--- src/rtl/mdss_pkg.sv ---
// Shared types and codes for the motor drive start/stop sequencer.
// Depends on nothing; imported by every module of the block.
`default_nettype none

package mdss_pkg;

    localparam int CFG_WIDTH = 16;
    localparam int CFG_INDEX_WIDTH = 2;

    // Register indexes on the config port
    localparam logic [CFG_INDEX_WIDTH-1:0] REG_BOOT_CHARGE = 2'd0;
    localparam logic [CFG_INDEX_WIDTH-1:0] REG_ALIGN       = 2'd1;
    localparam logic [CFG_INDEX_WIDTH-1:0] REG_STOP_DWELL  = 2'd2;

    localparam logic [CFG_WIDTH-1:0] BOOT_CHARGE_RESET = 16'd10;
    localparam logic [CFG_WIDTH-1:0] ALIGN_RESET       = 16'd500;
    localparam logic [CFG_WIDTH-1:0] STOP_DWELL_RESET  = 16'd400;

    // Phase codes
    localparam logic [2:0] PH_IDLE  = 3'd0;
    localparam logic [2:0] PH_CALIB = 3'd1;
    localparam logic [2:0] PH_BOOT  = 3'd2;
    localparam logic [2:0] PH_ALIGN = 3'd3;
    localparam logic [2:0] PH_RUN   = 3'd4;
    localparam logic [2:0] PH_STOP  = 3'd5;
    localparam logic [2:0] PH_FNOW  = 3'd6;
    localparam logic [2:0] PH_FOVER = 3'd7;

    // Command codes
    localparam logic [2:0] CMD_NONE    = 3'd0;
    localparam logic [2:0] CMD_START   = 3'd1;
    localparam logic [2:0] CMD_MEASURE = 3'd2;
    localparam logic [2:0] CMD_STOP    = 3'd3;
    localparam logic [2:0] CMD_ACK     = 3'd4;

    typedef struct packed {
        logic [2:0] command;
        logic       fault_active;
        logic       fault_occurred;
        logic       offsets_known;
        logic       calib_done;
        logic       sensor_aligned;
        logic       sensor_online;
        logic       capture_ok;
        logic       speed_ok;
        logic       timing_overrun;
    } in_word_t;

    typedef struct packed {
        logic [2:0] phase;
        logic       pwm_on;
        logic       calib_start;
        logic       low_sides_on;
        logic       align_current;
        logic       run_entry;
        logic       speed_fault;
        logic       sensor_reset;
    } out_word_t;

    typedef struct packed {
        logic [CFG_WIDTH-1:0] boot_charge_ticks;
        logic [CFG_WIDTH-1:0] align_ticks;
        logic [CFG_WIDTH-1:0] stop_dwell_ticks;
    } cfg_t;

    // Sequencer state apart from the wait counter
    typedef struct packed {
        logic [2:0] phase;
        logic [2:0] held_command;
        logic       pwm_enabled;
    } seq_state_t;

endpackage

`default_nettype wire

--- src/rtl/mdss_cfg.sv ---
// Config register file for the sequencer: three tick counts.
// Depends on mdss_pkg.
`default_nettype none

module mdss_cfg
    import mdss_pkg::*;
(
    input  wire logic                       clk,
    input  wire logic                       rst_n,
    input  wire logic                       cfg_we,
    input  wire logic [CFG_INDEX_WIDTH-1:0] cfg_index,
    input  wire logic [CFG_WIDTH-1:0]       cfg_data,
    output cfg_t                            cfg
);

    cfg_t cfg_reg;

    always_ff @(posedge clk or negedge rst_n)
    begin
        if (!rst_n)
        begin
            cfg_reg.boot_charge_ticks <= BOOT_CHARGE_RESET;
            cfg_reg.align_ticks       <= ALIGN_RESET;
            cfg_reg.stop_dwell_ticks  <= STOP_DWELL_RESET;
        end
        else if (cfg_we)
        begin
            case (cfg_index)
                REG_BOOT_CHARGE: cfg_reg.boot_charge_ticks <= cfg_data;
                REG_ALIGN:       cfg_reg.align_ticks       <= cfg_data;
                REG_STOP_DWELL:  cfg_reg.stop_dwell_ticks  <= cfg_data;
                default:         ; // unmapped index, dropped
            endcase
        end
    end

    assign cfg = cfg_reg;

endmodule

`default_nettype wire

--- src/rtl/mdss_step.sv ---
// Per-tick transition logic: next state and result word from one input word.
// Depends on mdss_pkg. Purely combinational.
`default_nettype none

module mdss_step
    import mdss_pkg::*;
#(
    parameter int TIMER_BITS = 16
)
(
    input  wire in_word_t          in_word,
    input  wire cfg_t              cfg,
    input  wire seq_state_t        cur,
    input  wire logic [TIMER_BITS-1:0] wait_cur,
    output seq_state_t             nxt,
    output logic [TIMER_BITS-1:0]  wait_nxt,
    output out_word_t              res
);

    logic [TIMER_BITS-1:0] boot_load;
    logic [TIMER_BITS-1:0] align_load;
    logic [TIMER_BITS-1:0] stop_load;
    logic [TIMER_BITS-1:0] wait_dec;
    logic                  wait_done;
    logic [2:0]            held;

    // Tick counts are cut or zero-extended to the counter width
    assign boot_load  = TIMER_BITS'(cfg.boot_charge_ticks);
    assign align_load = TIMER_BITS'(cfg.align_ticks);
    assign stop_load  = TIMER_BITS'(cfg.stop_dwell_ticks);

    // Count down, holding at zero; wait ends when the stepped value is zero
    assign wait_dec  = (wait_cur == '0) ? '0 : wait_cur - TIMER_BITS'(1);
    assign wait_done = (wait_dec == '0);

    always_comb
    begin
        held = cur.held_command;
        if (in_word.command == CMD_START || in_word.command == CMD_MEASURE ||
            in_word.command == CMD_STOP || in_word.command == CMD_ACK)
        begin
            held = in_word.command;
        end

        nxt              = cur;
        nxt.held_command = held;
        wait_nxt         = wait_cur;
        res              = '0;

        if (in_word.fault_active || in_word.timing_overrun)
        begin
            nxt.phase       = PH_FNOW;
            nxt.pwm_enabled = 1'b0;
        end
        else if (in_word.fault_occurred)
        begin
            nxt.phase       = PH_FOVER;
            nxt.pwm_enabled = 1'b0;
        end
        else
        begin
            case (cur.phase)
                PH_IDLE:
                begin
                    if (held == CMD_START || held == CMD_MEASURE)
                    begin
                        if (!in_word.offsets_known)
                        begin
                            res.calib_start = 1'b1;
                            nxt.phase       = PH_CALIB;
                        end
                        else
                        begin
                            res.low_sides_on = 1'b1;
                            nxt.pwm_enabled  = 1'b1;
                            wait_nxt         = boot_load;
                            nxt.phase        = PH_BOOT;
                        end
                    end
                end
                PH_CALIB:
                begin
                    if (held == CMD_STOP)
                    begin
                        nxt.pwm_enabled = 1'b0;
                        wait_nxt        = stop_load;
                        nxt.phase       = PH_STOP;
                    end
                    else if (in_word.calib_done)
                    begin
                        if (held == CMD_MEASURE)
                        begin
                            nxt.held_command = CMD_NONE;
                            nxt.phase        = PH_IDLE;
                        end
                        else
                        begin
                            res.low_sides_on = 1'b1;
                            nxt.pwm_enabled  = 1'b1;
                            wait_nxt         = boot_load;
                            nxt.phase        = PH_BOOT;
                        end
                    end
                end
                PH_BOOT:
                begin
                    if (held == CMD_STOP)
                    begin
                        nxt.pwm_enabled = 1'b0;
                        wait_nxt        = stop_load;
                        nxt.phase       = PH_STOP;
                    end
                    else
                    begin
                        wait_nxt = wait_dec;
                        if (wait_done)
                        begin
                            res.sensor_reset = 1'b1;
                            nxt.pwm_enabled  = 1'b1;
                            if (in_word.sensor_aligned && in_word.sensor_online)
                            begin
                                res.run_entry = 1'b1;
                                nxt.phase     = PH_RUN;
                            end
                            else
                            begin
                                wait_nxt  = align_load;
                                nxt.phase = PH_ALIGN;
                            end
                        end
                    end
                end
                PH_ALIGN:
                begin
                    if (held == CMD_STOP)
                    begin
                        nxt.pwm_enabled = 1'b0;
                        wait_nxt        = stop_load;
                        nxt.phase       = PH_STOP;
                    end
                    else
                    begin
                        wait_nxt = wait_dec;
                        if (wait_done)
                        begin
                            if (in_word.capture_ok)
                            begin
                                res.run_entry = 1'b1;
                                nxt.phase     = PH_RUN;
                            end
                            else
                            begin
                                res.speed_fault = 1'b1;
                                nxt.pwm_enabled = 1'b0;
                                nxt.phase       = PH_FNOW;
                            end
                        end
                    end
                end
                PH_RUN:
                begin
                    if (held == CMD_STOP)
                    begin
                        nxt.pwm_enabled = 1'b0;
                        wait_nxt        = stop_load;
                        nxt.phase       = PH_STOP;
                    end
                    else if (!in_word.speed_ok)
                    begin
                        res.speed_fault = 1'b1;
                        nxt.pwm_enabled = 1'b0;
                        nxt.phase       = PH_FNOW;
                    end
                end
                PH_STOP:
                begin
                    wait_nxt = wait_dec;
                    if (wait_done)
                    begin
                        res.sensor_reset = 1'b1;
                        nxt.held_command = CMD_NONE;
                        nxt.phase        = PH_IDLE;
                    end
                end
                PH_FOVER:
                begin
                    if (held == CMD_ACK)
                    begin
                        nxt.held_command = CMD_NONE;
                        nxt.phase        = PH_IDLE;
                    end
                end
                default: // active fault phase steps to the latched one
                begin
                    nxt.phase = PH_FOVER;
                end
            endcase
        end

        res.phase         = nxt.phase;
        res.pwm_on        = nxt.pwm_enabled;
        res.align_current = (nxt.phase == PH_ALIGN);
    end

endmodule

`default_nettype wire

--- src/rtl/motor_drive_start_stop_sequencer_core.sv ---
// Top level of the motor drive start/stop sequencer.
// Depends on mdss_pkg, mdss_cfg and mdss_step.
//
// One input word per control tick, one result word per input word. The
// sequencer state (phase, held command, wait counter, PWM enable) updates at
// the edge where an input word is accepted, and the result for that word is
// loaded into the output register at the same edge, so a result appears in
// the cycle after its input. The block takes a new word every cycle unless
// the output stalls: in_ready is high whenever the output register is empty
// or is being drained this cycle, so throughput is one word per clock with no
// bubbles while out_ready is high. The only feedback path is the state
// registers through the step logic, a few muxes and one TIMER_BITS-wide
// decrement. Waits in bootcharge, align and stop are counted in accepted
// words, not clocks; a loaded count of 0 or 1 ends the wait on the first word
// of the phase. Config writes are registered and are meant to happen only
// while no word is in flight. Wider tick counts are cut to TIMER_BITS on load.
`default_nettype none

module motor_drive_start_stop_sequencer_core
    import mdss_pkg::*;
#(
    parameter int TIMER_BITS = 16
)
(
    input  wire logic                       clk,
    input  wire logic                       rst_n,
    input  wire logic                       in_valid,
    output logic                            in_ready,
    input  wire in_word_t                   in_word,
    output logic                            out_valid,
    input  wire logic                       out_ready,
    output out_word_t                       out_word,
    input  wire logic                       cfg_we,
    input  wire logic [CFG_INDEX_WIDTH-1:0] cfg_index,
    input  wire logic [CFG_WIDTH-1:0]       cfg_data
);

    cfg_t                  cfg;
    seq_state_t            state_reg;
    seq_state_t            state_next;
    logic [TIMER_BITS-1:0] wait_reg;
    logic [TIMER_BITS-1:0] wait_next;
    out_word_t             res_next;
    out_word_t             out_word_reg;
    logic                  out_valid_reg;
    logic                  in_fire;

    mdss_cfg u_cfg (
        .clk       (clk),
        .rst_n     (rst_n),
        .cfg_we    (cfg_we),
        .cfg_index (cfg_index),
        .cfg_data  (cfg_data),
        .cfg       (cfg)
    );

    mdss_step #(
        .TIMER_BITS (TIMER_BITS)
    ) u_step (
        .in_word  (in_word),
        .cfg      (cfg),
        .cur      (state_reg),
        .wait_cur (wait_reg),
        .nxt      (state_next),
        .wait_nxt (wait_next),
        .res      (res_next)
    );

    // Output register frees up when it is empty or drained this cycle
    assign in_ready = !out_valid_reg || out_ready;
    assign in_fire  = in_valid && in_ready;

    always_ff @(posedge clk or negedge rst_n)
    begin
        if (!rst_n)
        begin
            state_reg.phase        <= PH_IDLE;
            state_reg.held_command <= CMD_NONE;
            state_reg.pwm_enabled  <= 1'b0;
            wait_reg               <= '0;
            out_valid_reg          <= 1'b0;
        end
        else
        begin
            if (in_fire)
            begin
                state_reg <= state_next;
                wait_reg  <= wait_next;
            end
            if (in_fire)
            begin
                out_valid_reg <= 1'b1;
            end
            else if (out_ready)
            begin
                out_valid_reg <= 1'b0;
            end
        end
    end

    // Result payload, no reset needed
    always_ff @(posedge clk)
    begin
        if (in_fire)
        begin
            out_word_reg <= res_next;
        end
    end

    assign out_valid = out_valid_reg;
    assign out_word  = out_word_reg;

    // Bridge is never enabled while idle, stopping or calibrating
    a_pwm_off_quiet: assert property (@(posedge clk) disable iff (!rst_n)
        (state_reg.phase == PH_IDLE || state_reg.phase == PH_STOP ||
         state_reg.phase == PH_CALIB) |-> !state_reg.pwm_enabled)
        else $error("pwm enabled in a quiet phase");

    // Fault phases always report the bridge off
    a_fault_pwm: assert property (@(posedge clk) disable iff (!rst_n)
        (out_valid_reg && (out_word_reg.phase == PH_FNOW ||
                           out_word_reg.phase == PH_FOVER)) |-> !out_word_reg.pwm_on)
        else $error("pwm on in a fault phase");

    // A run entry pulse lands in run with the bridge on
    a_run_entry: assert property (@(posedge clk) disable iff (!rst_n)
        (out_valid_reg && out_word_reg.run_entry) |->
            (out_word_reg.phase == PH_RUN && out_word_reg.pwm_on))
        else $error("run entry without run phase");

    // Result word leaves the register with the state it describes
    a_state_match: assert property (@(posedge clk) disable iff (!rst_n)
        in_fire |=> (out_word_reg.phase == state_reg.phase &&
                     out_word_reg.pwm_on == state_reg.pwm_enabled))
        else $error("result word out of step with state");

endmodule

`default_nettype wire

--- config.mk ---
export PLATFORM = sky130hd
export DESIGN_NAME = motor_drive_start_stop_sequencer_core
export DESIGN_NICKNAME = d
export VERILOG_FILES = /design/src/rtl/mdss_pkg.sv /design/src/rtl/mdss_cfg.sv /design/src/rtl/mdss_step.sv /design/src/rtl/motor_drive_start_stop_sequencer_core.sv
export SDC_FILE = /design/constraint.sdc
export NUM_CORES = 1
export LEC_CHECK = 0
export BUFFER_PORTS_ARGS = -buffer_cell sky130_fd_sc_hd__buf_2
export CAP_MARGIN = 20
export CORE_MARGIN = 5
export CORE_UTILIZATION = 57
export CTS_CLUSTER_SIZE = 14
export DETAILED_ROUTE_END_ITERATION = 10
export PLACE_DENSITY = 0.81
export RECOVER_POWER = 50
export SYNTH_ARGS = -nofsm -noshare
export SYNTH_HDL_FRONTEND = slang
export SYNTH_HIERARCHICAL = 1
export SYNTH_SLANG_ARGS = --single-unit
--- constraint.sdc ---
create_clock -name clk -period 3.6 [get_ports clk]
set_input_delay 0.9 -clock clk [delete_from_list [all_inputs] [get_ports clk]]
set_output_delay 0.9 -clock clk [all_outputs]
set_load 0.02 [all_outputs]
==> run summary, run 1 <==
outcome -> finished with violations
failing checks -> capacitance limit, slew limit
synthesized cell area -> 0.005690 mm^2
Crit. End Element -> register
Multi-input gate area -> 0.003311 mm^2
top post-synthesis cells by count -> 61 x dfrtp_1, 55 x nand2_1, 52 x mux2_2
layout cell share with drive strength beyond 1 -> 29.58%
initial drt markers -> 626
largest area contributor in the synthesized netlist -> dfrtp_1
Avg WL per Cell -> 22.82 um
Slew Limit Fails -> 34
Final nets -> 680
Post-synth EDFFs -> 10
Slowest cell on crit path -> dfrtp_1
post-synth top area share -> 26.82%
FMAX -> 0.3044 GHz
Sequential Area -> 0.002116 mm^2
Die X -> 109.9 um
largest net degree at the start of global routing -> 34
vias in the first global route -> 4878
CP Class -> register to register
Netlist cell types -> 91
Crit path arrival time -> 3.62 ns
routability cong. -> 1.033
Root Driver -> clkbuf_8
die area -> 0.01208 mm^2
Initial Util -> 58.22%
Detail Placement HPWL -> 13.03 mm
CP max FO -> 8
Area Overhead vs Synth -> 10.53%
drt pass-1 iters -> 8
critical path's most frequent cell -> nor2_1
FILL cells -> 855
CTS Buffer Depth -> 2
Worst Path Required -> 3.93 ns
vias per cell -> 6.659
final setup fails -> 0
ys flop type -> dfrtp_1
CTS sink cnt -> 82
CP delay by family, top -> simple AND/OR/NAND/NOR gates
max-cap violations -> 1
Fin. Hold Viols -> 0
routed via count -> 5207
Site Rows -> 36
CTS Buf Count -> 9
Pleak -> 2.544 nW
IO Pins -> 47
DRC viols -> 0
gr ovfl total -> 0
Max-slew headroom -> -15.32%
worst skew pair latency -> 0.39 ns
crit-path cells -> inv_1, ha_1, nor3b_2, nand4_1, mux2i_1, o211a_2, nand4_4, o211ai_2, nor2_1, nor2_1, mux2_4
first-pass GRT wire length -> 27.83 mm
gr usage total -> 31.10%
Hold Path Class -> register to register
Die H -> 109.9 um
htree depth -> 3
cells taking the most area after synthesis -> dfrtp_1 27%, mux2_2 10%, edfxtp_1 5.3%
Port Buffers -> 46
syn avg cell area -> 9.516 um^2
count leader, synth -> dfrtp_1
CTS tree -> yes
Worst setup SP type -> register
PD cells -> 542.3 mW/mm^2
Tmin final -> 3.285 ns
synth warn -> 6
max reg flops -> 48
initial antenna violation count -> 0
Post-DRT Antenna Nets -> 0
Peak VDD IR -> 394.3 uV
RSZ-0062 raised after global routing -> false
Worst Skew -> 0.01034 ns
post-CTS setup buffers -> 0
worst hold margin -> 0.5131 ns
register area share after synthesis -> 37.18%
setup_tns -> 0 ns
Mapped Cells -> 598
crit-path max cell delay -> 0.45 ns
core area -> 0.009774 mm^2
number of synthesized register bits -> 82
Total Wirelength -> 17.84 mm
final worst path period share -> 91.25%
Slew @ Worst Pin -> 1.730 ns
# diodes -> 0
Clock transition at path regs -> 0.09 ns
crit path buf inv count -> 1
Async SR Flop Fraction -> 87.80%
hold buffer count at cts -> 0
syn nets -> 634
cell families (layout without fill, tap and decap cells):
family / Yosys count / count (layout) / synth area share (%)
adders and majority gates: 2 / 2 / 0.3958
AOI/OAI and AO/OA: 190 / 190 / 22.34
xor gates and xnor gates: 9 / 9 / 1.385
buffers and inverters: 51 / 102 / 4.529
muxes: 74 / 74 / 16.05
DFF: 82 / 82 / 37.18
and+or+nand+nor: 190 / 190 / 18.12
worst register-to-register path, stage by stage, from the launching register on:
cell and delay (ns):
dfrtp_1 0.45, inv_1 0.18, ha_1 0.22, nor3b_2 0.41, nand4_1 0.17, mux2i_1 0.33
o211a_2 0.39, nand4_4 0.28, o211ai_2 0.39, nor2_1 0.09, nor2_1 0.17, mux2_4 0.16
metal layers:
metal,vias up,routed length [um],track usage [%]
met3,34,1951,8.691
met5,-,0,0
li1,2339,-,-
met4,0,393,10.33
met2,310,7853,44.84
met1,2524,7645,44.88
area by class of cell:
cell class	instances	area share [%]
clock buffer	11	2.427
clock inverter	5	0.6962
inverter	12	0.7161
multi-input combinational	465	52.64
sequential	82	33.64
tap	133	2.646
timing repair buffer	74	7.241
repair_timing:
item / CTS / global route
gates resized for setup: 0 / 1
endpoints found under the hold margin: 0 / 0
setup endpoints to repair: 0 / 1
layout by cell type (no fill, tap or decap), types with 4 or more instances in the layout:
master	count
o211ai_1	9
o22ai_1	4
and2_1	4
a21oi_1	42
nor2_1	49
inv_1	11
buf_4	24
nor4_1	5
a221oi_1	5
mux2_2	52
a31oi_1	5
nand3_1	6
xnor2_1	6
nand4_1	7
buf_2	44
dfstp_2	11
and3_1	4
nand2_1	55
clkbuf_8	9
nand2b_1	5
o21ai_1	15
nor3_1	21
a21boi_0	5
o21ai_0	48
dfrtp_1	61
clkbuf_1	5
o2111ai_1	6
edfxtp_1	10
mux2_4	19
a211oi_1	4
o31ai_1	4
where the power goes:
part	leakage, nW	total [W]	switching [W]	internal [W]
combinational	1.50	0.00129	0.000716	0.000578
clock	0.0936	0.000681	0.000379	0.000302
sequential	0.947	0.00144	0.000298	0.00114
total	2.54	0.00341	0.00139	0.00202
stage by stage:
stage	power (W)	area (um^2)	instances	utilization (%)	setup WS (ns)
finish	0.003411	6290	782	64.35	0.3149
detailed placement	0.002699	6110	766	62.51	0.1809
global placement	0.002666	6110	766	62.51	0.2987
CTS	0.003389	6306	782	64.52	0.2682
floorplan	0.002306	5690	598	-	0.5198
global route	0.003600	6290	782	64.35	0.1430
worst paths after layout:
check / startpoint / endpoint / slack, ns / cells past startpoint
worst max-delay path: wait_reg[1]$_DFFE_PN0P_ / wait_reg[6]$_DFFE_PN0P_ / 0.31 / 11
worst min-delay path: u_cfg/cfg[25]$_DFFE_PN0P_ / u_cfg/cfg[25]$_DFFE_PN0P_ / 0.51 / 1
worst max register to register: wait_reg[1]$_DFFE_PN0P_ / wait_reg[6]$_DFFE_PN0P_ / 0.31 / 11
worst min register to register: u_cfg/cfg[25]$_DFFE_PN0P_ / u_cfg/cfg[25]$_DFFE_PN0P_ / 0.51 / 1
max in group asynchronous: rst_n / u_cfg/cfg[27]$_DFFE_PN0P_ / 0.83 / 2
min in group asynchronous: rst_n / u_cfg/cfg[44]$_DFFE_PN0P_ / 0.63 / 1
Power figures use the tool's default switching activity.
==> inputs of run 2 (changes only) <==
==> constraint.sdc (replaced) <==
create_clock -name clk -period 3.6 [get_ports clk]
set_input_delay 0.72 -clock clk [delete_from_list [all_inputs] [get_ports clk]]
set_output_delay 0.72 -clock clk [all_outputs]
set_load 0.02 [all_outputs]
==> run 2 against run 1 <==
  * The run still ends with capacitance limit, slew limit left
  * Non-clock buffer count decreased by 8
  * Sequential power hardly changed
  * Worst hold slack better by 0.0069 ns
  * Global-route usage fell by 1.4 points
  * Critical path type unchanged
  * Critical endpoint is now wait_reg[4]$_DFFE_PN0P_
  * Largest cell class unchanged
==> run summary, run 2 (synthesis gave the netlist of run 1 again) <==
outcome -> finished with violations (unchanged)
failing checks -> capacitance limit, slew limit (unchanged)
Crit path arrival time -> 3.52 ns (was 3.62 ns)
Worst setup SP type -> register (unchanged)
# diodes -> 0 (unchanged)
Root Driver -> clkbuf_8 (unchanged)
Worst Hold Launch -> u_cfg/cfg[0]$_DFFE_PN0P_ (was u_cfg/cfg[25]$_DFFE_PN0P_)
Die X -> 109.9 um (unchanged)
IO Pins -> 47 (unchanged)
core area -> 0.009774 mm^2 (unchanged)
final setup fails -> 0 (unchanged)
routed via count -> 5095 (was 5207)
max-cap violations -> 1 (unchanged)
routability cong. -> 1.014 (was 1.033)
Die H -> 109.9 um (unchanged)
CTS resizes -> 0 (unchanged)
max reg flops -> 48 (unchanged)
Slew @ Worst Pin -> 1.817 ns (was 1.730 ns)
final worst setup slack -> 0.3491 ns (was 0.3149 ns)
Fin. Hold Viols -> 0 (unchanged)
vias per cell -> 6.583 (was 6.659)
first-pass GRT wire length -> 27.19 mm (was 27.83 mm)
RSZ-0062 raised after global routing -> false (unchanged)
DRC viols -> 0 (unchanged)
most common cell after layout, fill and taps aside -> dfrtp_1 (unchanged)
Tmin final -> 3.251 ns (was 3.285 ns)
drt pass-1 iters -> 5 (was 8)
Detail Placement HPWL -> 12.45 mm (was 13.03 mm)
final core utilization -> 63.79% (was 64.35%)
FMAX -> 0.3076 GHz (was 0.3044 GHz)
gr usage total -> 29.67% (was 31.10%)
CTS Buffer Depth -> 2 (unchanged)
Post-DRT Antenna Nets -> 0 (unchanged)
dpl ws -> 0.1945 ns (was 0.1809 ns)
FILL cells -> 833 (was 855)
vias in the first global route -> 4774 (was 4878)
gr ovfl total -> 0 (unchanged)
Port Buffers -> 46 (unchanged)
post-CTS setup buffers -> 0 (unchanged)
initial antenna violation count -> 0 (unchanged)
Worst Skew -> 0.01380 ns (was 0.01034 ns)
Slew Limit Fails -> 73 (was 34)
Hold Path Class -> register to register (unchanged)
Area Overhead vs Synth -> 9.565% (was 10.53%)
worst r2r src -> wait_reg[1]$_DFFE_PN0P_ (unchanged)
Avg WL per Cell -> 21.85 um (was 22.82 um)
hold buffer count at cts -> 0 (unchanged)
CTS Buf Count -> 9 (unchanged)
htree depth -> 3 (unchanged)
setup_tns -> 0 ns (unchanged)
Worst Path Required -> 3.86 ns (was 3.93 ns)
final worst path period share -> 90.30% (was 91.25%)
largest net degree at the start of global routing -> 73 (was 34)
CTS tree -> yes (unchanged)
initial drt markers -> 560 (was 626)
Pleak -> 2.541 nW (was 2.544 nW)
CP Class -> register to register (unchanged)
worst hold margin -> 0.5199 ns (was 0.5131 ns)
PD cells -> 548.2 mW/mm^2 (was 542.3 mW/mm^2)
Peak VDD IR -> 258.8 uV (was 394.3 uV)
most frequent cells in the layout -> 61 x dfrtp_1, 55 x nand2_1, 52 x mux2_2 (unchanged)
Clock transition at path regs -> 0.10 ns (was 0.09 ns)
CTS sink cnt -> 82 (unchanged)
Final nets -> 672 (was 680)
Initial Util -> 58.22% (unchanged)
Crit. End Element -> register (unchanged)
die area -> 0.01208 mm^2 (unchanged)
fin area -> 0.006235 mm^2 (was 0.006290 mm^2)
CP max FO -> 14 (was 8)
Total Wirelength -> 16.91 mm (was 17.84 mm)
Site Rows -> 36 (unchanged)
worst skew pair latency -> 0.37 ns (was 0.39 ns)
CP startpoint -> wait_reg[1]$_DFFE_PN0P_ (unchanged)
Cell Area, Placed -> 0.006037 mm^2 (was 0.006110 mm^2)
Max-slew headroom -> -21.12% (was -15.32%)
layout cell share with drive strength beyond 1 -> 29.33% (was 29.58%)
run 2: cell types whose count changed in the layout (fill, tap and decap cells not counted), moves of 2 or more:
| cell | before | now |
|---|---|---|
| clkinvlp_4 | 2 | 0 |
| clkbuf_1 | 5 | 1 |
| buf_4 | 24 | 18 |
| inv_8 | 1 | 4 |
run 2: cell type report:
cell class                      count  area, um^2  share of cell area (%)
Sequential cell                    82        2116                   33.94
Clock inverter                      7       92.59                   1.485
Multi-Input combinational cell    465        3302                   52.96
Tap cell                          133       166.4                   2.669
Timing Repair Buffer               66       389.1                   6.241
Inverter                           12       45.04                  0.7225
Clock buffer                        9       123.9                   1.987
run 2: worst max-delay path: stages, from the launching register on:
cell and delay [ns]:
dfrtp_1 0.44, inv_1 0.13, ha_1 0.21, nor3b_2 0.40, nand2_1 0.19, nor2_2 0.21, buf_4 0.25, nor3_1 0.10
a2111oi_0 0.49, o21ai_1 0.24, o21ai_1 0.17, nand2_1 0.06, mux2_4 0.26
run 2: layer usage:
metal / share of wire [%] / GRT usage (%) / vias to the layer above
met5: 0 / 0 / -
met2: 44 / 43.46 / 294
met1: 43 / 43.97 / 2446
li1: - / - / 2325
met4: 1.6 / 6.679 / 0
met3: 11 / 7.634 / 30
run 2: through the flow:
stage                     power (W)  std cells
after global placement     0.002620        758
after CTS                  0.003399        774
after global routing       0.003621        774
after floorplan            0.002306        598
final                      0.003418        774
after detailed placement   0.002656        758
run 2: power by group:
part           leakage [nW]  internal (W)  switching (W)  total [W]
clock network         0.112      0.000344       0.000396   0.000739
registers             0.947       0.00114       0.000302    0.00144
logic                  1.48      0.000552       0.000687    0.00124
run 2: final timing paths:
path,end,slack (ns),cells past startpoint
setup / recovery,wait_reg[4]$_DFFE_PN0P_,0.35,12
hold / removal,u_cfg/cfg[0]$_DFFE_PN0P_,0.52,1
setup reg to reg,wait_reg[4]$_DFFE_PN0P_,0.35,12
hold reg to reg,u_cfg/cfg[0]$_DFFE_PN0P_,0.52,1
max in group asynchronous,state_reg[5]$_DFFE_PN0P_,1.60,2
min in group asynchronous,state_reg[2]$_DFFE_PN0P_,0.91,2
==> inputs of run 3 (changes only) <==
--- a/config.mk
+++ b/config.mk
@@ -7,10 +7,12 @@
 export LEC_CHECK = 0
 export BUFFER_PORTS_ARGS = -buffer_cell sky130_fd_sc_hd__buf_2
 export CAP_MARGIN = 20
+export CORE_ASPECT_RATIO = 0.5
 export CORE_MARGIN = 5
 export CORE_UTILIZATION = 57
 export CTS_CLUSTER_SIZE = 14
 export DETAILED_ROUTE_END_ITERATION = 10
+export GPL_ROUTABILITY_DRIVEN = 0
 export PLACE_DENSITY = 0.81
 export RECOVER_POWER = 50
 export SYNTH_ARGS = -nofsm -noshare
==> constraint.sdc (replaced) <==
create_clock -name clk -period 3.85 [get_ports clk]
set_input_delay 0.77 -clock clk [delete_from_list [all_inputs] [get_ports clk]]
set_output_delay 0.77 -clock clk [all_outputs]
set_load 0.02 [all_outputs]
==> run 3 against run 2 <==
  * The run still ends with capacitance limit, slew limit left
  * Sequential power fell by 6%
  * Die area grew 1.0%
  * Final cell count is 0.13% lower
  * Clock-buffer cell count unchanged
  * Setup slack better by 0.058 ns
  * Non-clock buffer count fell by 3
  * Via count up 5.5%
  * Clock skew shrank 0.0041 ns
  * Cell area grew 0.64%
  * Clock power up 14%
  * Critical path depth fell by 1
==> run summary, run 3 (synthesis gave the netlist of run 1 again) <==
Worst setup SP type -> register (unchanged)
vias per cell -> 6.952 (was 6.583)
R2R setup slack -> 0.41 ns (was 0.35 ns)
CTS Buffer Depth -> 2 (unchanged)
die area -> 0.01220 mm^2 (was 0.01208 mm^2)
Comb pwr share -> 34.5% (was 36.3%)
PD cells -> 532.7 mW/mm^2 (was 548.2 mW/mm^2)
CP Class -> register to register (unchanged)
gr ovfl total -> 0 (unchanged)
Pleak -> 2.543 nW (was 2.541 nW)
CP delay by family, top -> simple AND/OR/NAND/NOR gates (unchanged)
reg2reg end -> wait_reg[7]$_DFFE_PN0P_ (was wait_reg[4]$_DFFE_PN0P_)
worst hold margin -> 0.5109 ns (was 0.5199 ns)
Clock transition at path regs -> 0.07 ns (was 0.10 ns)
Crit. End Element -> register (unchanged)
Inst Count DP -> 757 (was 758)
vias in the first global route -> 4991 (was 4774)
Seq pwr share -> 40.4% (was 42.1%)
Site Rows -> 25 (was 36)
CTS sink cnt -> 82 (unchanged)
CP max FO -> 10 (was 14)
gr usage total -> 28.40% (was 29.67%)
CTS tree -> yes (unchanged)
htree depth -> 3 (unchanged)
Max-slew headroom -> -27.00% (was -21.12%)
FILL cells -> 809 (was 833)
Slew @ Worst Pin -> 1.905 ns (was 1.817 ns)
initial antenna violation count -> 0 (unchanged)
core area -> 0.009603 mm^2 (was 0.009774 mm^2)
crit-path cells -> inv_1, ha_1, nor3b_2, nand4_1, mux2i_1, o211a_2, nand4_2, nor3b_2, o21ai_1, a21oi_1, mux2_4 (was inv_1, ha_1, nor3b_2, nand2_1, nor2_2, buf_4, nor3_1, a2111oi_0, o21ai_1, o21ai_1, nand2_1, mux2_4)
Port Buffers -> 46 (unchanged)
internal power -> 0.002023 W (was 0.002033 W)
# diodes -> 0 (unchanged)
initial drt markers -> 953 (was 560)
Hold Crit Depth -> 1 (unchanged)
NetSw -> 0.001320 W (was 0.001385 W)
worst skew pair latency -> 0.36 ns (was 0.37 ns)
Post-DRT Antenna Nets -> 0 (unchanged)
R2R depth -> 11 (was 12)
critical path's most frequent cell -> nor3b_2
crit-path max cell delay -> 0.53 ns (was 0.49 ns)
final setup fails -> 0 (unchanged)
post-CTS setup buffers -> 0 (unchanged)
CTS Buf Count -> 9 (unchanged)
max reg flops -> 48 (unchanged)
Avg WL per Cell -> 21.50 um (was 21.85 um)
failing checks -> capacitance limit, slew limit (unchanged)
Peak VDD IR -> 249.3 uV (was 258.8 uV)
final worst path period share -> 89.44% (was 90.30%)
worst r2r src -> wait_reg[0]$_DFFE_PN0P_ (was wait_reg[1]$_DFFE_PN0P_)
routed via count -> 5374 (was 5095)
drt pass-1 iters -> 8 (was 5)
Crit path arrival time -> 3.74 ns (was 3.52 ns)
outcome -> finished with violations (unchanged)
setup_tns -> 0 ns (unchanged)
Hold Path Class -> register to register (unchanged)
Worst Path Required -> 4.15 ns (was 3.86 ns)
most frequent cells in the layout -> 61 x dfrtp_1, 55 x nand2_1, 52 x mux2_2 (unchanged)
Root Driver -> clkbuf_16 (was clkbuf_8)
CTS resizes -> 0 (unchanged)
Die H -> 80.65 um (was 109.9 um)
Clock Power Share -> 25.1% (was 21.6%)
Die X -> 151.3 um (was 109.9 um)
switch share -> 39.49% (was 40.52%)
Detail Placement HPWL -> 11.75 mm (was 12.45 mm)
Total Wirelength -> 16.62 mm (was 16.91 mm)
FMAX -> 0.2904 GHz (was 0.3076 GHz)
crit path buf inv count -> 1 (was 2)
Area Overhead vs Synth -> 10.27% (was 9.565%)
Fin. Hold Viols -> 0 (unchanged)
first-pass GRT wire length -> 26.65 mm (was 27.19 mm)
worst hold endpoint -> u_cfg/cfg[26]$_DFFE_PN0P_ (was u_cfg/cfg[0]$_DFFE_PN0P_)
largest net degree at the start of global routing -> 37 (was 73)
Final nets -> 669 (was 672)
IO Pins -> 47 (unchanged)
Tmin final -> 3.443 ns (was 3.251 ns)
Slew Limit Fails -> 37 (was 73)
hold buffer count at cts -> 0 (unchanged)
layout cell share with drive strength beyond 1 -> 28.53% (was 29.33%)
DRC viols -> 0 (unchanged)
RSZ-0062 raised after global routing -> false (unchanged)
Initial Util -> 59.26% (was 58.22%)
max-cap violations -> 1 (unchanged)
Worst Skew -> 0.009700 ns (was 0.01380 ns)
most common cell after layout, fill and taps aside -> dfrtp_1 (unchanged)
Slowest cell on crit path -> dfrtp_1 (was a2111oi_0)
Finished Layout Cells -> 773 (was 774)
Multi-input gate area -> 0.003302 mm^2 (unchanged)
Worst Hold Launch -> u_cfg/cfg[26]$_DFFE_PN0P_ (was u_cfg/cfg[0]$_DFFE_PN0P_)
Sequential Area -> 0.002116 mm^2 (unchanged)
[run 3: through the flow]
stage / power [W] / utilization [%] / setup WS (ns) / area [um^2]
detailed placement: 0.002463 / 62.66 / 0.4521 / 6017
global route: 0.003495 / 65.34 / 0.3360 / 6275
floorplan: 0.002156 / - / 0.8998 / 5690
global placement: 0.002420 / 62.66 / 0.5549 / 6017
finish: 0.003343 / 65.34 / 0.4067 / 6275
CTS: 0.003311 / 65.60 / 0.5401 / 6300
[run 3: per-layer routing]
layer | wire length, um | share of wire (%) | GRT usage [%]
met4 | 582 | 3.5 | 10.31
met2 | 6995 | 42 | 41.97
met3 | 2165 | 13 | 8.286
met1 | 6877 | 41 | 39.50
met5 | 0 | 0 | 0
[run 3: worst reg2reg max path: stages, from the launching register on]
cell	delay (ns)
dfrtp_1	0.53
inv_1	0.14
ha_1	0.21
nor3b_2	0.46
nand4_1	0.18
mux2i_1	0.31
o211a_2	0.38
nand4_2	0.39
nor3b_2	0.34
o21ai_1	0.09
a21oi_1	0.20
mux2_4	0.17
[run 3: how the worst max path moves through the flow]
stage	from	endpoint	slack, ns	cells past startpoint
2_1_floorplan	in_word[10]	wait_reg[12]$_DFFE_PN0P_	0.90	9
5_1_grt	wait_reg[0]$_DFFE_PN0P_	wait_reg[7]$_DFFE_PN0P_	0.34	11
3_3_place_gp	in_word[11]	wait_reg[10]$_DFFE_PN0P_	0.55	10
3_5_place_dp	in_word[11]	wait_reg[10]$_DFFE_PN0P_	0.45	10
4_1_cts	wait_reg[0]$_DFFE_PN0P_	wait_reg[7]$_DFFE_PN0P_	0.54	11
6_report	wait_reg[0]$_DFFE_PN0P_	wait_reg[7]$_DFFE_PN0P_	0.41	11
[run 3: layout make-up]
type	count	share of cell area, %
multi-input cells	465	52.62
well taps	135	2.692
inverters	12	0.7178
clock inverters	7	0.9172
flip-flops and latches	82	33.72
repair buffers	63	5.743
clock buffers	9	3.589
[run 3: power groups by stage]
stage | clock, W | sequential, W | combinational (W)
floorplan | 0 | 0.00121 | 0.000946
global placement | 0 | 0.00134 | 0.00108
detailed placement | 0 | 0.00135 | 0.00111
CTS | 0.000851 | 0.00134 | 0.00112
global route | 0.000892 | 0.00137 | 0.00123
finish | 0.000839 | 0.00135 | 0.00115
